`src/rars_pkg.sv`:
```
package rars_pkg;

    localparam int unsigned MaxPositions = 1024;
    localparam int unsigned NodeCount    = 4096;
    localparam int unsigned PosW         = 11;
    localparam int unsigned NodeW        = 12;
    localparam int unsigned DataW        = 64;
    localparam int unsigned DepthMax     = 16;
    localparam int unsigned StackW       = 5;
    localparam int unsigned StackDepth   = 32;

    localparam logic CMD_ASSIGN = 1'b0;
    localparam logic CMD_QUERY  = 1'b1;

    typedef enum logic [3:0] {
        ST_CLEAR,
        ST_IDLE,
        ST_POP,
        ST_READ,
        ST_VISIT,
        ST_PUSH_R,
        ST_CHILD_L,
        ST_CHILD_R,
        ST_COMBINE,
        ST_OUT
    } rars_state_t;

    typedef enum logic [3:0] {
        OP_NONE,
        OP_CLEAR,
        OP_START,
        OP_POP,
        OP_READ,
        OP_VISIT,
        OP_PUSH_R,
        OP_CHILD_L,
        OP_CHILD_R,
        OP_COMBINE
    } rars_op_t;

    typedef struct packed {
        rars_op_t op;
    } rars_cmd_t;

    typedef struct packed {
        logic clear_done;
        logic stack_empty;
        logic is_query;
    } rars_status_t;

    typedef struct packed {
        logic             post;
        logic [NodeW-1:0] node;
        logic [PosW-1:0]  lo;
        logic [PosW-1:0]  hi;
    } rars_frame_t;

endpackage

```
`src/rars_ctrl.sv`:
```
module rars_ctrl (
    input  logic                  aclk,
    input  logic                  aresetn,
    input  logic                  start,
    input  logic                  cfg_write,
    input  logic                  out_free,
    input  rars_pkg::rars_status_t status,
    output rars_pkg::rars_cmd_t   cmd,
    output logic                  idle,
    output logic                  out_load
);

    rars_pkg::rars_state_t state_reg, state_next;

    always_ff @(posedge aclk) begin
        if (!aresetn) begin
            state_reg <= rars_pkg::ST_CLEAR;
        end else begin
            state_reg <= state_next;
        end
    end

    always_comb begin
        state_next = state_reg;
        case (state_reg)
            rars_pkg::ST_CLEAR: begin
                if (status.clear_done && !cfg_write) state_next = rars_pkg::ST_IDLE;
            end
            rars_pkg::ST_IDLE: begin
                if (cfg_write) state_next = rars_pkg::ST_CLEAR;
                else if (start) state_next = rars_pkg::ST_POP;
            end
            rars_pkg::ST_POP: begin
                if (status.stack_empty) state_next = rars_pkg::ST_OUT;
                else state_next = rars_pkg::ST_READ;
            end
            rars_pkg::ST_READ:    state_next = rars_pkg::ST_VISIT;
            rars_pkg::ST_VISIT:   state_next = rars_pkg::ST_PUSH_R;
            rars_pkg::ST_PUSH_R:  state_next = rars_pkg::ST_CHILD_L;
            rars_pkg::ST_CHILD_L: state_next = rars_pkg::ST_CHILD_R;
            rars_pkg::ST_CHILD_R: state_next = rars_pkg::ST_COMBINE;
            rars_pkg::ST_COMBINE: state_next = rars_pkg::ST_POP;
            rars_pkg::ST_OUT: begin
                if (!status.is_query || out_free) state_next = rars_pkg::ST_IDLE;
            end
            default: state_next = rars_pkg::ST_CLEAR;
        endcase
    end

    always_comb begin
        cmd.op   = rars_pkg::OP_NONE;
        idle     = 1'b0;
        out_load = 1'b0;
        case (state_reg)
            rars_pkg::ST_CLEAR:   cmd.op = rars_pkg::OP_CLEAR;
            rars_pkg::ST_IDLE: begin
                idle = 1'b1;
                if (start && !cfg_write) cmd.op = rars_pkg::OP_START;
            end
            rars_pkg::ST_POP:     cmd.op = rars_pkg::OP_POP;
            rars_pkg::ST_READ:    cmd.op = rars_pkg::OP_READ;
            rars_pkg::ST_VISIT:   cmd.op = rars_pkg::OP_VISIT;
            rars_pkg::ST_PUSH_R:  cmd.op = rars_pkg::OP_PUSH_R;
            rars_pkg::ST_CHILD_L: cmd.op = rars_pkg::OP_CHILD_L;
            rars_pkg::ST_CHILD_R: cmd.op = rars_pkg::OP_CHILD_R;
            rars_pkg::ST_COMBINE: cmd.op = rars_pkg::OP_COMBINE;
            rars_pkg::ST_OUT:     out_load = status.is_query && out_free;
            default:              cmd.op = rars_pkg::OP_NONE;
        endcase
    end

endmodule

```
`config.mk`:
```
export PLATFORM = sky130hd
export DESIGN_NAME = rars_ctrl
export DESIGN_NICKNAME = d
export VERILOG_FILES = /design/src/rars_pkg.sv /design/src/rars_ctrl.sv
export SDC_FILE = /design/constraint.sdc
export NUM_CORES = 1
export LEC_CHECK = 0
export BUFFER_PORTS_ARGS = -buffer_cell sky130_fd_sc_hd__clkbuf_2
export CORE_AREA = 2 2 39 41
export CTS_CLUSTER_SIZE = 10
export DETAILED_ROUTE_END_ITERATION = 16
export DIE_AREA = 0 0 41 43
export PLACE_DENSITY = 0.56
export SLEW_MARGIN = 40
export SYNTH_ARGS = -nofsm -noshare
export SYNTH_HDL_FRONTEND = slang
export SYNTH_SLANG_ARGS = --single-unit
```
`constraint.sdc`:
```
create_clock -name aclk -period 1.4 [get_ports aclk]
set_input_delay 0.07 -clock aclk [delete_from_list [all_inputs] [get_ports aclk]]
set_output_delay 0.07 -clock aclk [all_outputs]
set_load 0.03 [all_outputs]
```
# After elaboration in Yosys (flattened, before gate mapping)
# Cells that the tools add are included.
word_totals:
  wordCells: 31
  latchBits: 0
  mem_bits_rw: 0
  inputBits: 8
  memories: 0
  mem_bits_ro: 0
  register_bits: 4
  out_inout_bits: 6
classes:
  n_mul: 0
  n_shift: 0
  div_mod_pow: 0
  bitwise_logic: 0
  n_eq_ne: 12
  reduce_logical: 8
  addsub: 0
  order_cmp: 0
  mux: 10
op_table:
  columns: ["op", "count"]
  rows:
  - ["one-hot mux 4 bit (10 select lines)", 1]
  - ["one-hot mux 4 bit (9 select lines)", 1]
  - ["2-to-1 mux 4 bit", 5]
  - ["equality test 4 x 3 -> 1 bit, second input constant", 4]
  - ["equality test 4 x 2 -> 1 bit, second input constant", 2]
  - ["equality test 4 bit, second input constant", 2]
  - ["equality test 4 x 1 -> 1 bit, second input constant", 1]
  - ["logical NOT 4 bit", 1]
  - ["inequality test 2 bit, second input constant", 2]
  - ["logical AND 1 bit", 3]
  - ["inequality test 3 bit, second input constant", 1]
  - ["AND reduction 3 bit", 1]
  - ["logical NOT 1 bit", 2]
  - ["2-to-1 mux 1 bit", 2]
  - ["2-to-1 mux 2 bit", 1]
  - ["logical OR 1 bit", 1]

# Depth between registers and ports, before layout
# Gate-level depths: netlist of run 1.
depth:
  ltp_word: 4
  ltp_mapped: 5
  ltp_nobuf: 4

# Least setup slack after synthesis of run 1
# OpenSTA, ideal clock, no wires.
synth_timing:
  kind: "reg-to-reg"
  start: "register state_reg[3]"
  end: "register state_reg[1]"
  arrival_ns: 1.482
  setup_slack_ns: -0.199
  t_required_ns: 1.283
  period_less_slack_ns: 1.599
  stages_incl_launch_ff: 5
  cell_sequence: "dfxtp_1 > buf_4 > nor4b_2 > a21oi_2 > and4bb_1"
synth_between:
  elab_chain_len: 3
  word_cells_on_any_way: 15
  cone_classes: "eq/ne: 12; mux: 1; reduce/logical: 2"
synth_rtl:
  columns: ["element", "line_no", "rtl"]
  rows:
  - ["start, declared", "rars_ctrl.sv:13", "rars_pkg::rars_state_t state_reg, state_next;"]
  - ["start signal, assigned", "rars_ctrl.sv:17", "state_reg <= rars_pkg::ST_CLEAR;"]
  - ["start signal, assigned", "rars_ctrl.sv:19", "state_reg <= state_next;"]
  - ["equality test 4 x 1 -> 1 bit (tied with other cells)", "rars_ctrl.sv:25", "case (state_reg)"]
  - ["inequality test 3 bit (no line) / inequality test 2 bit (equally long branches)", null, null]
  - ["AND reduction 3 bit (no line)", null, null]
# Parallel ways exist; a longest one is shown, timed or not.
# A chain may end at the register's enable or synchronous reset.

# Worst setup path in the final report of run 1
layout_timing:
  start: "register state_reg[0]"
  end: "output port out_load"
layout_between:
  elab_chain_len: 2
layout_rtl:
  columns: ["element", "line_no", "rtl"]
  rows:
  - ["equality test 4 bit", "rars_ctrl.sv:54", "case (state_reg)"]
  - ["2-to-1 mux 1 bit", "rars_ctrl.sv:54", null]
  - ["end, declared", "rars_ctrl.sv:10", "output logic out_load"]
# No other way between the ends.

==> metrics list, run 1 <==
* FF+latch count, synth: 4
- Global-route usage over all layers: 10.3%
* Worst reg2reg path startpoint: state_reg[0]
- In this run the horizontal extent of the chip is 41 um.
- The first global-routing pass estimated 1270 um of wire.
* Clock Root Buffer: clkbuf_4
* Vias per Instance: ~4.7
- Unrepaired setup endpoints after global routing: false
* Count of flip-flops with a built-in enable after synthesis: 0
* Max Cap Viol: 0
- In this run, the number of DRC markers left after iteration 0 of detailed routing was 7.
- Among all stages on the critical path, the largest delay is contributed by dfxtp_2.
- Clock latency on the worst-skew pair, taken at its later pin, is 0.24 ns.
* Half-perimeter wire length after detailed placement: 640 um
* Deepest clock path buffer count: 2
* Total grt overflow: 0
- After layout, the minimum clock period comes to about 1.3 ns.
* Antenna violations before repair: 0
- After floorplanning, the core was sized to cover around 1400 sq um.
- Hold Slack: ~0.075 ns
- Portion of the post-synthesis area used by sequential elements: around a quarter
- Setup total negative slack on the finished layout was measured at 0 ns.
* Via count of the first global-routing pass: about 300
- The first detailed-routing pass took 4 iterations.
- Counting the fill cells in the layout gives 149.
* Synthesis warning total: 0
- Of the cells placed in the final design, the portion with a size suffix greater than 1 is 41.0%.
- Startpoint of the most critical setup path: state_reg[0]
- Measured along the y axis, the die boundary spans 43 um.
- Nets@finish: 71
- In the routed design, unresolved DRC markers number 0.
- CTS HTree Levels: 1
* Worst Hold Class: input pin to flip-flop
- The largest total area in the synthesized netlist belongs to dfxtp_1.
- WP data arrival: 1.25 ns
- Count of unique library cells instantiated by Yosys: 22
- Via count: 359
* Antenna diode count: 0
- Peak supply drop: between 0.2 and 0.3 mV
* Cell count after synthesis: 43
* Setup ws final: 0.0789 ns
* Data required, critical path: around 1.3 ns
* Number of buffer cells added on primary ports: 13
* Ys async rst share: 0%
* Final total power: 0.349 mW
- Area fraction of the dominant cell type after synthesis: 23.7%
- Final routed wire length divided by cell count: 10.6 um
- Most frequent cell after synthesis: nor2_1
- For the pin with the worst max-slew slack, the measured transition is 0.279 ns.
- After synthesis the cells add up to 338 sq um.
- Each instance of the synthesized netlist takes up on average about 8 sq um.
* Critical Path Max Stage Delay: 0.39 ns
* Net count after synthesis: 51
- Most instantiated flip-flop cell in the synthesis netlist: dfxtp_1
- The register with the most flip-flops in the layout has 4 of them.
- After clock tree synthesis, the clock-pin slew on the worst setup and hold paths is 0.04 ns.
* Area growth syn-to-layout: 38.1%
- Count of pins over their slew limit: 0
- Leakage dissipation: 0.230 nW
* Final number of setup-violating endpoints: 0
- By area the synthesized netlist is led by dfxtp_1 (24%), and4bb_1 (7.4%), buf_6 (6.7%).
- The worst setup path is captured at an output pin.
- Max FO, Critical Path: 9
* FP Rows: 14
- Routed wire length: 816 um
* Post-route clock period utilization: roughly 94%
- Pin count of the biggest net entering global routing: 10
- Power density normalized to cell area: 748 nW/um^2
* Slew margin rel.: 81.2%
- In this run the remaining antenna-violating nets after routing total 0.
- Area of the die: 1760 sq um
* Clock tree from TritonCTS: built
* Highest Clock Rate: 0.757 GHz
- STA classifies the critical path startpoint as a flip-flop.
* Top post-synthesis cells by count: nor2_1 (6), dfxtp_1 (4)
* Worst slack at placement: 0.123 ns
- Critical-path cell list: and4bb_1, and3_1, clkbuf_2
- Crit path buffers/inverters: 1
- The run finished with clean final reports.
- Starting utilization of the core area: 24.4%
- The worst setup path is of the flip-flop to output pin kind.
- For this design, the sink count on the clock tree is 4.
* Number of hold-slack violations in the final timing report: 0
- Hold_sp: aresetn
- For the final database, setup skew stands at 0.00298 ns.
- Final GP Congestion: 0.765
- Inserted Clock Buffers: 3
- Top-Level Pins: 14
- Family with the most delay on the worst path: simple AND/OR/NAND/NOR gates
path summary, 6_finish.rpt:
path / end / cells past startpoint / slack [ns]
max: out_load / 3 / 0.08
min: state_reg[3] / 2 / 0.07
max reg2reg: state_reg[1] / 4 / 0.15
min reg2reg: state_reg[0] / 3 / 0.66
area by class of cell:
type	instances	area [sq um]	share of cell area, %
clock buffer	3	22.5	4.83
inverter	1	3.75	0.804
timing repair buffer	18	105	22.5
multi-input combinational	35	233	49.9
tap	16	20.0	4.29
sequential	4	82.6	17.7
placed cells by master (no fill, tap or decap):
cell / netlist / routed
buf_4: 1 / 6
clkbuf_2: 0 / 12
and4bb_1: 2 / 2
xor2_1: 1 / 1
o21ai_1: 2 / 2
dfxtp_2: 0 / 2
and3_1: 1 / 1
dfxtp_1: 4 / 2
and3b_1: 1 / 1
o21ai_0: 2 / 2
and2_1: 1 / 1
a21oi_1: 3 / 3
o21a_1: 2 / 2
a2bb2oi_1: 1 / 1
nand2_1: 3 / 3
nand3b_1: 1 / 1
nand2b_1: 3 / 3
o31ai_1: 1 / 1
a21oi_2: 1 / 1
clkbuf_4: 0 / 3
inv_1: 1 / 1
nor2_1: 6 / 6
nor2b_1: 3 / 3
nor4b_4: 0 / 1
cell families (layout without fill, tap and decap cells):
kind of cell / Yosys count / count (layout) / share of synthesized area [%]
xor+xnor: 1 / 1 / 2.59
flops: 4 / 4 / 23.7
buf+inv: 4 / 22 / 10.0
simple gates: 22 / 22 / 41.5
compound gates: 12 / 12 / 22.2
per-layer routing:
layer	track usage, %	share of wire (%)	vias to the layer above
met3	3.14	4.8	0
met2	15.0	47	10
met4	2.00	0	0
li1	-	-	186
met5	0	0	-
met1	14.6	48	163
metrics by stage:
step | area [sq um] | utilization [%] | std cells
after floorplan | 347 | - | 43
after global placement | 439 | 31.7 | 74
after detailed placement | 439 | 31.7 | 74
after CTS | 463 | 33.5 | 77
after global routing | 467 | 33.7 | 77
final | 467 | 33.7 | 77
timing repair:
action / in CTS / in global routing
gates resized for setup: 1 / 4
endpoints found under the setup margin: 1 / 4
setup buffers: 0 / 0
hold buffers: 0 / 0
power breakdown:
part	switching, mW	internal [mW]
Combinational	0.0401	0.0343
Sequential	0.00726	0.119
Clock	0.0521	0.0962
No activity file was read; power rests on OpenSTA's default activity.
==> run 2, diff against run 1 <==
--- a/config.mk
+++ b/config.mk
@@ -10,7 +10,9 @@
 export CTS_CLUSTER_SIZE = 10
 export DETAILED_ROUTE_END_ITERATION = 16
 export DIE_AREA = 0 0 41 43
+export HOLD_SLACK_MARGIN = 0.06
 export PLACE_DENSITY = 0.56
+export SETUP_SLACK_MARGIN = 0.5
 export SLEW_MARGIN = 40
 export SYNTH_ARGS = -nofsm -noshare
 export SYNTH_HDL_FRONTEND = slang
==> metrics list, run 2 (synthesis results as in run 1) <==
- The flow ran to the end, and the final reports show no timing, DRC or antenna violations.
- At the end of routability-driven placement, the weighted congestion stood at 0.762.
- For flop-to-flop paths, the worst setup slack is roughly 0.14 ns.
* Final critical delay including setup and external delays: 1.32 ns
- Detailed routing inserted a total of 435 vias.
- The die is 41 um wide.
- Nets@finish: 82
* Inserted Clock Buffers: 3
* Leakage dissipation: ~0.33 nW
* Number of fill cells in the layout: 131
* Pin count of the biggest net entering global routing: 9
* FP Rows: 14
* Area of the die: around 1800 sq um
- STA puts the critical path data arrival time at 1.25 ns.
- Counting tap cells, the placed design contains a total of between 70 and 80 instances.
- Crit path buffers/inverters: 1
- Peak supply drop: 0.371 mV
- For this run the aggregate overflow at the end of global routing stands at 0.
- Counting instances, the worst hold path has a depth of 2.
- The wire-length estimate of the detail-placed layout is between 700 and 800 um.
* Top-Level Pins: 14
* Global routing met1 resource utilization: 20.4%
- The area growth from synthesis to layout is 119%.
- Most common library cell in the layout ignoring fill and taps: buf_4
- Wire length of the first global-routing pass: around 1900 um
- Derived from the worst setup path, the maximum achievable clock frequency is 0.760 GHz.
- Number of detailed-routing iterations run before antenna repair: 2
* Family with the most delay on the worst path: simple AND/OR/NAND/NOR gates
- Antenna violations before repair: 0
- Critical path capture point type: output pin
- In the finished design, the share of the clock period the worst path needs comes to between 90% and 100%.
- Max Cap Viol: 0
* Accumulated negative setup slack: 0 ns
* Worst reg2reg path startpoint: state_reg[1]
- The cell sitting at the root of the clock tree is a clkbuf_4.
- The worst hold path belongs to the class input pin to flip-flop.
- Starting DRC count in detailed routing: 5
* Clock sink total: 4
- In the routed design, unresolved DRC markers number 0.
- Vias per Instance: 4.89
- The signal on the critical path passes through and4bb_1, and3_4, buf_8.
- The number of hold violations in the final report is 0.
* Routed wire length: 1140 um
* Largest register FFs: 4
- Share of post-route cells with drive strength above 1: about two thirds
- The startpoint identified for the worst hold timing path is aresetn.
- Clock transition time at the flip-flop clock pins of the worst setup and hold paths: 0.04 ns
* Path depth of the worst reg2reg path: 5
- The number of antenna diodes in the final layout is 0.
* CTS HTree Levels: 1
- Clock Latency Late Sink: 0.25 ns
- In this run the worst path has a maximum fanout of 5.
- Number of buffer cells added on primary ports: 13
- For this run, the number of standard cells in the final layout without fillers is approximately 90.
- Global routing used a little under a tenth of the available met3 tracks.
- Once the floorplan was initialized, standard cells occupied ~24% of the core.
- Cell type of the slowest stage on the worst timing path: dfxtp_4
* Unrepaired setup endpoints after global routing: true
- At the pin with the least slew margin, the transition time is between 0.2 and 0.25 ns.
* Via count of the first global-routing pass: roughly 440
- The critical path is of the flip-flop to output pin type.
- In this run the most used layer during global routing was met2.
- Core area: 1380 sq um
- Across the routed clock network, the largest skew measured is 0.00692 ns.
* Final routed wire length divided by cell count: approximately 13 um
* Final number of setup-violating endpoints: 0
* Clock tree from TritonCTS: built
* Post-DRT Antenna Nets: 0
* Commonest cells after routing, fill and taps aside: buf_4 (12), clkbuf_2 (7)
* Data required, critical path: ~1.3 ns
- The max-slew violation count is 0.
- Critical R2R Capture: state_reg[1]
* Power density normalized to cell area: 563 nW/um^2
- Startpoint types: flip-flop
* Deepest clock path buffer count: 2
* Critical Path Max Stage Delay: 0.36 ns
* Global-route usage over all layers: between 10% and 20%
* Slew margin rel.: 83.3%
- Vert. Die Dim: roughly 43 um
* Hold endpoint: state_reg[2]
- For met2 alone, demand over resource in global routing was between 20% and 30%.
run 2: area by class of cell:
| cell class | count | area (sq um) | share of cell area [%] |
|---|---|---|---|
| clock buffers | 4 | 26.3 | 3.55 |
| inverters | 1 | 3.75 | 0.507 |
| multi-input cells | 35 | 334 | 45.1 |
| flip-flops and latches | 4 | 92.6 | 12.5 |
| well taps | 16 | 20.0 | 2.70 |
| repair buffers | 29 | 264 | 35.6 |
run 2: layer usage:
layer / routed length [um] / vias to the layer above
met5: 0 / -
met4: 34 / 0
met3: 76 / 4
met2: 568 / 13
met1: 464 / 207
li1: - / 211
run 2: worst max-delay path by stage:
stage                 start            to  slack (ns)  cells past startpoint
2_1_floorplan  state_reg[2]  state_reg[1]        0.05                      4
3_3_place_gp   state_reg[0]  state_reg[1]        0.10                      4
3_5_place_dp   state_reg[0]  state_reg[1]        0.07                      4
4_1_cts        state_reg[1]      out_load        0.08                      3
5_1_grt        state_reg[1]        cmd[3]        0.04                      5
6_report       state_reg[1]      out_load        0.08                      3
run 2: repair_timing:
action / 4_1_cts / 5_1_grt
endpoints found under the setup margin: 10 / 10
hold buffers: 1 / 0
buffers inserted: 9 / 2
pin swaps: 5 / 4
resized for setup: 27 / 5
endpoints found under the hold margin: 1 / 0
run 2: stage by stage:
step                      power [mW]  hold slack (ns)  area, sq um  worst slack [ns]  utilization (%)
after floorplan                0.189            0.188          412            0.0457                -
after global placement         0.211            0.320          493             0.103             35.6
after detailed placement       0.212            0.312          493            0.0711             35.6
after CTS                      0.413           0.0935          708            0.0769             51.2
after global routing           0.447           0.0853          741            0.0422             53.5
final                          0.417           0.0938          741            0.0847             53.5
run 2: where the power goes:
part | total [mW] | leakage (nW) | switching [mW] | internal [mW]
Combinational | 0.128 | 0.275 | 0.0546 | 0.0732
Sequential | 0.123 | 0.0352 | 0.00747 | 0.115
Clock | 0.167 | 0.0150 | 0.0592 | 0.108
Total | 0.417 | 0.325 | 0.121 | 0.296
